<file path="config.mk">
export PLATFORM = sky130hd
export DESIGN_NAME = record_to_track_side_sector
export DESIGN_NICKNAME = d
export VERILOG_FILES = /design/src/rtl/rtts_pkg.sv /design/src/rtl/record_to_track_side_sector.sv /design/src/rtl/rtts_front.sv /design/src/rtl/rtts_div.sv /design/src/rtl/rtts_back.sv
export SDC_FILE = /design/constraint.sdc
export NUM_CORES = 1
export LEC_CHECK = 0
export ABC_AREA = 1
export BUFFER_PORTS_ARGS = -buffer_cell sky130_fd_sc_hd__buf_2
export CORE_MARGIN = 1
export CORE_UTILIZATION = 55
export CTS_BUF_LIST = sky130_fd_sc_hd__clkbuf_16
export CTS_CLUSTER_SIZE = 8
export DETAILED_ROUTE_END_ITERATION = 6
export PLACE_DENSITY = 0.73
export SYNTH_ARGS = -nofsm -noshare
export SYNTH_HDL_FRONTEND = slang
export SYNTH_HIERARCHICAL = 1
export SYNTH_SLANG_ARGS = --single-unit
</file>
<file path="constraint.sdc">
create_clock -name clk -period 7 [get_ports clk]
set_input_delay 1.4 -clock clk [delete_from_list [all_inputs] [get_ports clk]]
set_output_delay 1.4 -clock clk [all_outputs]
set_load 0.01 [all_outputs]
</file>
<file path="src/rtl/rtts_pkg.sv">
// Shared types and constants for the record to track/side/sector splitter.
`timescale 1ns / 1ps
`default_nettype none
package rtts_pkg;

  localparam int MAX_SECTORS       = 64;
  localparam int BOOT_AREA_SECTORS = 1;
  localparam int DEFAULT_GEOMETRY  = 9;

  localparam int REC_W   = 16;
  localparam int CNT_W   = 7;
  localparam int SPT_W   = 8;
  localparam int SPC_W   = 9;
  localparam int SEC_W   = 9;
  localparam int BEF_W   = 6;
  localparam int CFG_W   = 9;
  localparam int CFGIX_W = 1;

  // Register indexes on the configuration port.
  localparam logic [CFGIX_W-1:0] REG_SECTORS_PER_TRACK    = 1'd0;
  localparam logic [CFGIX_W-1:0] REG_SECTORS_PER_CYLINDER = 1'd1;

  // Request queue between front and back; depth must be a power of two.
  localparam int QDEPTH = 2;
  localparam int QPTR_W = $clog2(QDEPTH);
  localparam int QCNT_W = $clog2(QDEPTH + 1);

  // Classified request, geometry already resolved.
  typedef struct packed {
    logic [REC_W-1:0] start_record;
    logic [CNT_W-1:0] total;
    logic             is_write;
    logic             single;
    logic [SPT_W-1:0] spt;
    logic [SPC_W-1:0] spc;
  } req_t;

  // Queue handshake between front and back.
  typedef struct packed {
    logic valid;
    req_t req;
  } qhead_t;

  typedef struct packed {
    logic [REC_W-1:0] track;
    logic             side;
    logic [SEC_W-1:0] first_sector;
    logic [CNT_W-1:0] chunk_count;
    logic [BEF_W-1:0] sectors_before;
    logic             boot_area_write;
    logic             last;
  } res_t;

endpackage
`default_nettype wire

</file>
<file path="src/rtl/record_to_track_side_sector.sv">
// Top level of the record to track/side/sector splitter.
`timescale 1ns / 1ps
`default_nettype none
// Splits each transfer request (start record, sector count, write flag,
// single-sector flag) into per-track chunks, one result transaction per
// chunk, in order. Both sides look like a queue: push/full for requests,
// empty/pop for results. A front end classifies requests (count saturated
// at 64, zero cylinder size replaced by nine sectors per track and per
// cylinder) into a two-entry request queue; a back end walks the chunks.
// Each chunk costs a 16-step restoring division of the record by the
// cylinder size; a zero-count request skips the division and gives its
// single empty result. The result register lets new requests be queued
// while a result waits to be popped. Geometry registers are written
// through cfg_we/cfg_index/cfg_data and are taken into each request when
// it is pushed.
module record_to_track_side_sector
  import rtts_pkg::*;
(
  input  wire logic               clk,
  input  wire logic               rst,
  input  wire logic               cfg_we,
  input  wire logic [CFGIX_W-1:0] cfg_index,
  input  wire logic [CFG_W-1:0]   cfg_data,
  input  wire logic               push,
  output logic                    full,
  input  wire logic [REC_W-1:0]   start_record,
  input  wire logic [CNT_W-1:0]   sector_total,
  input  wire logic               is_write,
  input  wire logic               single_sector_mode,
  output logic                    empty,
  input  wire logic               pop,
  output logic [REC_W-1:0]        track,
  output logic                    side,
  output logic [SEC_W-1:0]        first_sector,
  output logic [CNT_W-1:0]        chunk_count,
  output logic [BEF_W-1:0]        sectors_before,
  output logic                    boot_area_write,
  output logic                    last
);

  qhead_t head;
  logic   take;
  res_t   result;

  // Front: config, classification, request queue.
  rtts_front u_front (
    .clk               (clk),
    .rst               (rst),
    .cfg_we            (cfg_we),
    .cfg_index         (cfg_index),
    .cfg_data          (cfg_data),
    .push              (push),
    .full              (full),
    .start_record      (start_record),
    .sector_total      (sector_total),
    .is_write          (is_write),
    .single_sector_mode(single_sector_mode),
    .head              (head),
    .take              (take)
  );

  // Back: chunk walk and result register.
  rtts_back u_back (
    .clk   (clk),
    .rst   (rst),
    .head  (head),
    .take  (take),
    .empty (empty),
    .pop   (pop),
    .result(result)
  );

  assign track           = result.track;
  assign side            = result.side;
  assign first_sector    = result.first_sector;
  assign chunk_count     = result.chunk_count;
  assign sectors_before  = result.sectors_before;
  assign boot_area_write = result.boot_area_write;
  assign last            = result.last;

endmodule
`default_nettype wire

</file>
<file path="src/rtl/rtts_front.sv">
// Front end: configuration registers, request classification and request queue.
`timescale 1ns / 1ps
`default_nettype none
module rtts_front
  import rtts_pkg::*;
(
  input  wire logic               clk,
  input  wire logic               rst,
  input  wire logic               cfg_we,
  input  wire logic [CFGIX_W-1:0] cfg_index,
  input  wire logic [CFG_W-1:0]   cfg_data,
  input  wire logic               push,
  output logic                    full,
  input  wire logic [REC_W-1:0]   start_record,
  input  wire logic [CNT_W-1:0]   sector_total,
  input  wire logic               is_write,
  input  wire logic               single_sector_mode,
  output qhead_t                  head,
  input  wire logic               take
);

  logic [SPT_W-1:0]  spt_reg;
  logic [SPC_W-1:0]  spc_reg;
  req_t              mem [QDEPTH];
  logic [QPTR_W-1:0] wr_ptr;
  logic [QPTR_W-1:0] rd_ptr;
  logic [QCNT_W-1:0] count;
  req_t              req_in;
  logic              do_push;
  logic              do_pop;

  always_ff @(posedge clk) begin
    if (rst) begin
      spt_reg <= '0;
      spc_reg <= '0;
    end else if (cfg_we) begin
      case (cfg_index)
        REG_SECTORS_PER_TRACK:    spt_reg <= cfg_data[SPT_W-1:0];
        REG_SECTORS_PER_CYLINDER: spc_reg <= cfg_data[SPC_W-1:0];
        default: ;
      endcase
    end
  end

  // Zero cylinder size falls back to the default geometry for both values.
  always_comb begin
    req_in.start_record = start_record;
    req_in.is_write     = is_write;
    req_in.single       = single_sector_mode;
    req_in.total        = (sector_total > CNT_W'(MAX_SECTORS)) ?
                          CNT_W'(MAX_SECTORS) : sector_total;
    if (spc_reg == '0) begin
      req_in.spt = SPT_W'(DEFAULT_GEOMETRY);
      req_in.spc = SPC_W'(DEFAULT_GEOMETRY);
    end else begin
      req_in.spt = spt_reg;
      req_in.spc = spc_reg;
    end
  end

  assign full     = (count == QCNT_W'(QDEPTH));
  assign do_push  = push && !full;
  assign do_pop   = take && (count != '0);
  assign head.valid = (count != '0);
  assign head.req   = mem[rd_ptr];

  always_ff @(posedge clk) begin
    if (do_push) begin
      mem[wr_ptr] <= req_in;
    end
  end

  always_ff @(posedge clk) begin
    if (rst) begin
      wr_ptr <= '0;
      rd_ptr <= '0;
      count  <= '0;
    end else begin
      if (do_push) wr_ptr <= wr_ptr + 1'b1;
      if (do_pop)  rd_ptr <= rd_ptr + 1'b1;
      if (do_push && !do_pop)      count <= count + 1'b1;
      else if (do_pop && !do_push) count <= count - 1'b1;
    end
  end

endmodule
`default_nettype wire

</file>
<file path="src/rtl/rtts_div.sv">
// Restoring divider, one quotient bit per cycle.
`timescale 1ns / 1ps
`default_nettype none
module rtts_div
  import rtts_pkg::*;
(
  input  wire logic             clk,
  input  wire logic             rst,
  input  wire logic             start,
  input  wire logic [REC_W-1:0] dividend,
  input  wire logic [SPC_W-1:0] divisor,
  output logic [REC_W-1:0]      quotient,
  output logic [SPC_W-1:0]      remainder,
  output logic                  done
);

  localparam int STEP_W = $clog2(REC_W + 1);

  logic [REC_W-1:0]  quo;
  logic [SPC_W-1:0]  rem;
  logic [SPC_W-1:0]  dvs;
  logic [STEP_W-1:0] steps;
  logic [SPC_W:0]    trial;
  logic              fits;
  logic [SPC_W:0]    diff;

  assign trial = {rem, quo[REC_W-1]};
  assign fits  = (trial >= {1'b0, dvs});
  assign diff  = trial - {1'b0, dvs};

  always_ff @(posedge clk) begin
    if (start) begin
      quo <= dividend;
      rem <= '0;
      dvs <= divisor;
    end else if (steps != '0) begin
      quo <= {quo[REC_W-2:0], fits};
      rem <= fits ? diff[SPC_W-1:0] : trial[SPC_W-1:0];
    end
  end

  always_ff @(posedge clk) begin
    if (rst) begin
      steps <= '0;
      done  <= 1'b0;
    end else begin
      done <= (steps == STEP_W'(1)) && !start;
      if (start)            steps <= STEP_W'(REC_W);
      else if (steps != '0) steps <= steps - 1'b1;
    end
  end

  assign quotient  = quo;
  assign remainder = rem;

endmodule
`default_nettype wire

</file>
<file path="src/rtl/rtts_back.sv">
// Back end: chunk sequencer and result register.
`timescale 1ns / 1ps
`default_nettype none
module rtts_back
  import rtts_pkg::*;
(
  input  wire logic   clk,
  input  wire logic   rst,
  input  wire qhead_t head,
  output logic        take,
  output logic        empty,
  input  wire logic   pop,
  output res_t        result
);

  localparam logic [2:0] ST_IDLE  = 3'd0;
  localparam logic [2:0] ST_START = 3'd1;
  localparam logic [2:0] ST_DIV   = 3'd2;
  localparam logic [2:0] ST_EMIT  = 3'd3;
  localparam logic [2:0] ST_ZERO  = 3'd4;

  logic [2:0]       state;
  logic [2:0]       state_next;
  logic [REC_W-1:0] record;
  logic [CNT_W-1:0] remaining;
  logic [CNT_W-1:0] done_cnt;
  logic             wr;
  logic             single;
  logic [SPT_W-1:0] spt;
  logic [SPC_W-1:0] spc;

  logic             div_start;
  logic [REC_W-1:0] quo;
  logic [SPC_W-1:0] rem;
  logic             div_done;

  logic             out_valid;
  logic             slot_free;
  logic             load;
  res_t             chunk;
  logic             side;
  logic [SEC_W-1:0] sec;
  logic [SEC_W-1:0] room;
  logic [CNT_W-1:0] num;

  rtts_div u_div (
    .clk      (clk),
    .rst      (rst),
    .start    (div_start),
    .dividend (record),
    .divisor  (spc),
    .quotient (quo),
    .remainder(rem),
    .done     (div_done)
  );

  assign div_start = (state == ST_START);
  assign take      = (state == ST_IDLE) && head.valid;
  assign slot_free = !out_valid || pop;
  assign load      = slot_free && ((state == ST_EMIT) || (state == ST_ZERO));

  // Split the remainder into side and sector; clamp the chunk at track end.
  always_comb begin
    side = (rem >= {1'b0, spt});
    sec  = side ? (rem - {1'b0, spt}) : rem;
    room = {1'b0, spt} - sec;
    if (single || (sec >= {1'b0, spt})) begin
      num = CNT_W'(1);
    end else if (room < {2'b0, remaining}) begin
      num = room[CNT_W-1:0];
    end else begin
      num = remaining;
    end
    chunk = '0;
    if (state == ST_EMIT) begin
      chunk.track           = quo;
      chunk.side            = side;
      chunk.first_sector    = sec + 1'b1;
      chunk.chunk_count     = num;
      chunk.sectors_before  = done_cnt[BEF_W-1:0];
      chunk.boot_area_write = wr && (quo == '0) && !side &&
                              (sec < SEC_W'(BOOT_AREA_SECTORS));
      chunk.last            = (num == remaining);
    end else begin
      chunk.last = 1'b1;
    end
  end

  always_comb begin
    state_next = state;
    case (state)
      ST_IDLE: begin
        if (head.valid) begin
          state_next = (head.req.total == '0) ? ST_ZERO : ST_START;
        end
      end
      ST_START: state_next = ST_DIV;
      ST_DIV: begin
        if (div_done) state_next = ST_EMIT;
      end
      ST_EMIT: begin
        if (slot_free) state_next = (num == remaining) ? ST_IDLE : ST_START;
      end
      ST_ZERO: begin
        if (slot_free) state_next = ST_IDLE;
      end
      default: state_next = ST_IDLE;
    endcase
  end

  always_ff @(posedge clk) begin
    if (rst) begin
      state     <= ST_IDLE;
      out_valid <= 1'b0;
    end else begin
      state <= state_next;
      if (load)     out_valid <= 1'b1;
      else if (pop) out_valid <= 1'b0;
    end
  end

  always_ff @(posedge clk) begin
    if (take) begin
      record    <= head.req.start_record;
      remaining <= head.req.total;
      done_cnt  <= '0;
      wr        <= head.req.is_write;
      single    <= head.req.single;
      spt       <= head.req.spt;
      spc       <= head.req.spc;
    end else if (load && (state == ST_EMIT)) begin
      record    <= record + REC_W'(num);
      remaining <= remaining - num;
      done_cnt  <= done_cnt + num;
    end
  end

  always_ff @(posedge clk) begin
    if (load) result <= chunk;
  end

  assign empty = !out_valid;

  a_num_in_range: assert property (@(posedge clk) disable iff (rst)
    (state == ST_EMIT) |-> (num != '0 && num <= remaining))
    else $error("chunk size outside remaining count");

  a_last_ends_request: assert property (@(posedge clk) disable iff (rst)
    (load && chunk.last) |=> (state == ST_IDLE))
    else $error("sequencer kept running after final chunk");

  a_div_done_in_wait: assert property (@(posedge clk) disable iff (rst)
    div_done |-> (state == ST_DIV))
    else $error("divider finished outside wait state");

  a_take_only_idle: assert property (@(posedge clk) disable iff (rst)
    take |=> (state == ST_START || state == ST_ZERO))
    else $error("request taken without starting work");

endmodule
`default_nettype wire
</file>
==> metrics.txt <==
top-area cell type share of the netlist area 0.462; worst skew pair latency 0.51 ns; failing checks DRC; post-synth top area cell edfxtp_1; Rows 54; filler instances around 1700; Critical Path Start Type register; overall global routing resource usage 0.224; EDFF count, synth 192; area grow syn2layout 15.5%; Critical Path AT between 7 and 8 ns; mean area per synthesized cell 9.96 um^2; initial drt markers 786; Detailed Routing Iterations Pass 1 7; first-pass GRT wire length 41600 um; Yosys cell types 53; most used cell, CP nand2_1; TritonCTS clock tree done; layout cells sized above 1 0.219; CP Capture Type register; largest net degree at the start of global routing between 40 and 50; wirelength, routed about 26000 um; Crit path max-delay family simple AND/OR/NAND/NOR gates; core area 22000 um^2; final global-route overflow total 0; ANT nets after route 0; vias in the first global route 8255; flop2flop setup slack 0.22 ns; max-cap violations 0; starting density of the core 0.567; max-slew violation count 0; Worst Hold Class reg2reg; Largest register FFs 84; flops & latches, synth 239; CP max stage delay about 0.43 ns; synth top area cells edfxtp_1, nand2_1, dfxtp_1, inv_1, ha_1; WL/cell 15.5 um; Relative slew margins 0.236; Die ar. 23300 um^2; DP HPWL 18400 um; Finish-stage setup viols 0; slowest library cell on the worst path edfxtp_1; worst slew pin tran 1.14 ns; Worst Path Max Fanout 8; Post-Syn Instances 1254; clk buf depth 3; clk sinks about 240; IO Port Bufs between 80 and 90; Nets 1468; CTS Buf Count 35; root buffer cell clkbuf_16; Synth Flop Type edfxtp_1; Via density 5.31; post-synthesis cell area 12500 um^2; asr flop ratio synth 0; Setup CP Type reg2reg; Clock Pin Slew Worst Setup and Hold Paths 0.05 ns; Yosys warning count 6; CTS hold repair buffers 0; H-tree depth 2; minimum clock period 6.78 ns; Final Hold Fails 0; required time worst endpoint 7.25 ns; Die H 153 um; largest registers u_front/mem: 84 flops, u_back/result: 41 flops; Final Cycle Share 0.968; Buf+Inv Stages, Crit Path 6; setup_tns 0 ns; Largest Register u_front/mem; initial antenna violation count 0; register area share after synthesis 0.537; Die Wd 153 um; IO Count 83; Via Count 8892; detailed-route DRC error count 7; status finished, violations left; clk_skew 0.0166 ns; # diodes 0; routability cong. 0.925; fmax 148 MHz; syn_nets 1348
[cell usage in the layout, fill, tap and decap left out, types with 4 or more instances in the layout]
master,count
a21oi_1,44
buf_2,82
buf_4,32
clkbuf_16,35
dfxtp_1,44
edfxtp_1,192
fa_1,4
ha_1,44
ha_4,4
inv_1,198
inv_2,11
mux2_4,40
nand2_1,258
nand2_2,27
nand2_4,6
nand3_1,51
nand3_2,20
nand4_1,14
nor2_1,118
nor2_2,8
nor2_4,10
nor3_1,11
nor4_1,5
o211ai_1,6
o21ai_0,53
o21ai_1,4
o31ai_1,5
xnor2_1,13
xor2_1,9
[path summary, 6_finish.rpt]
| check | from | end | cells after the start |
|---|---|---|---|
| max reg2reg | u_back/spt[4]$_DFFE_PP_ | u_back/record[15]$_DFFE_PP_ | 51 |
| min | u_back/spc[0]$_DFFE_PP_ | u_back/u_div/dvs[0]$_DFFE_PP_ | 0 |
| min reg2reg | u_back/spc[0]$_DFFE_PP_ | u_back/u_div/dvs[0]$_DFFE_PP_ | 0 |
| max | u_back/spt[4]$_DFFE_PP_ | u_back/record[15]$_DFFE_PP_ | 51 |
[logic make-up after synthesis]
| group | Yosys count | share of synthesized area |
|---|---|---|
| muxes | 42 | 0.0499 |
| DFF | 239 | 0.537 |
| buffers and inverters | 222 | 0.0761 |
| adders and majority gates | 54 | 0.0571 |
| xor gates and xnor gates | 23 | 0.0161 |
| AOI/OAI and AO/OA | 130 | 0.0579 |
| and+or+nand+nor | 544 | 0.206 |
[per-layer routing]
| metal | track usage | up-vias | share of wire |
|---|---|---|---|
| met5 | 0 | - | 0 |
| met4 | 0.0803 | 0 | 0.021 |
| met3 | 0.0341 | 50 | 0.063 |
| met2 | 0.352 | 311 | 0.45 |
| met1 | 0.318 | 4135 | 0.46 |
| li1 | - | 4396 | - |
[worst reg2reg max path, delay by kind of cell (launching register included)]
kind	cells	cell delay, ns
AOI/OAI and AO/OA	3	0.66
and+or+nand+nor	36	3.48
xor gates and xnor gates	2	0.32
adders and majority gates	4	1.06
DFF	1	0.43
buffers and inverters	6	0.57
[cell type report]
cell class | count | area [um^2] | share of cell area
Clock buffer | 35 | 876 | 0.0607
Inverter | 190 | 713 | 0.0494
Sequential cell | 239 | 6710 | 0.465
Clock inverter | 23 | 130 | 0.00902
Multi-Input combinational cell | 793 | 4970 | 0.345
Tap cell | 280 | 350 | 0.0243
Timing Repair Buffer | 115 | 671 | 0.0465
[Yosys cell counts (14+ instances only)]
master and count:
ha_1 49, edfxtp_1 192, a21oi_1 45, inv_1 182
dfxtp_1 47, nand2_1 262, nand3_1 52, nand2_2 23
nor2_1 124, mux2_4 40, clkbuf_1 15, nand3_2 19
nand4_1 14, o21ai_0 54
[metrics by stage]
step                hold slack, ns  instance area [um^2]  std cells  setup slack, ns   util
floorplan                    0.400                 12500       1254            0.923      -
global placement             0.401                 13100       1596            0.433  0.596
detailed placement           0.405                 13100       1596           0.0613  0.596
CTS                          0.413                 14100       1654           0.0191  0.642
global route                 0.417                 14400       1675           -0.237  0.655
finish                       0.413                 14400       1675            0.221  0.655
[what timing repair did]
action	in CTS	in global routing
gates resized for setup	0	28
setup buffers	0	21
endpoints found under the setup margin	0	9
Power is left out: the tool's default activity adds up to more than one toggle a clock period on the data nets, which glitch-free logic cannot reach.
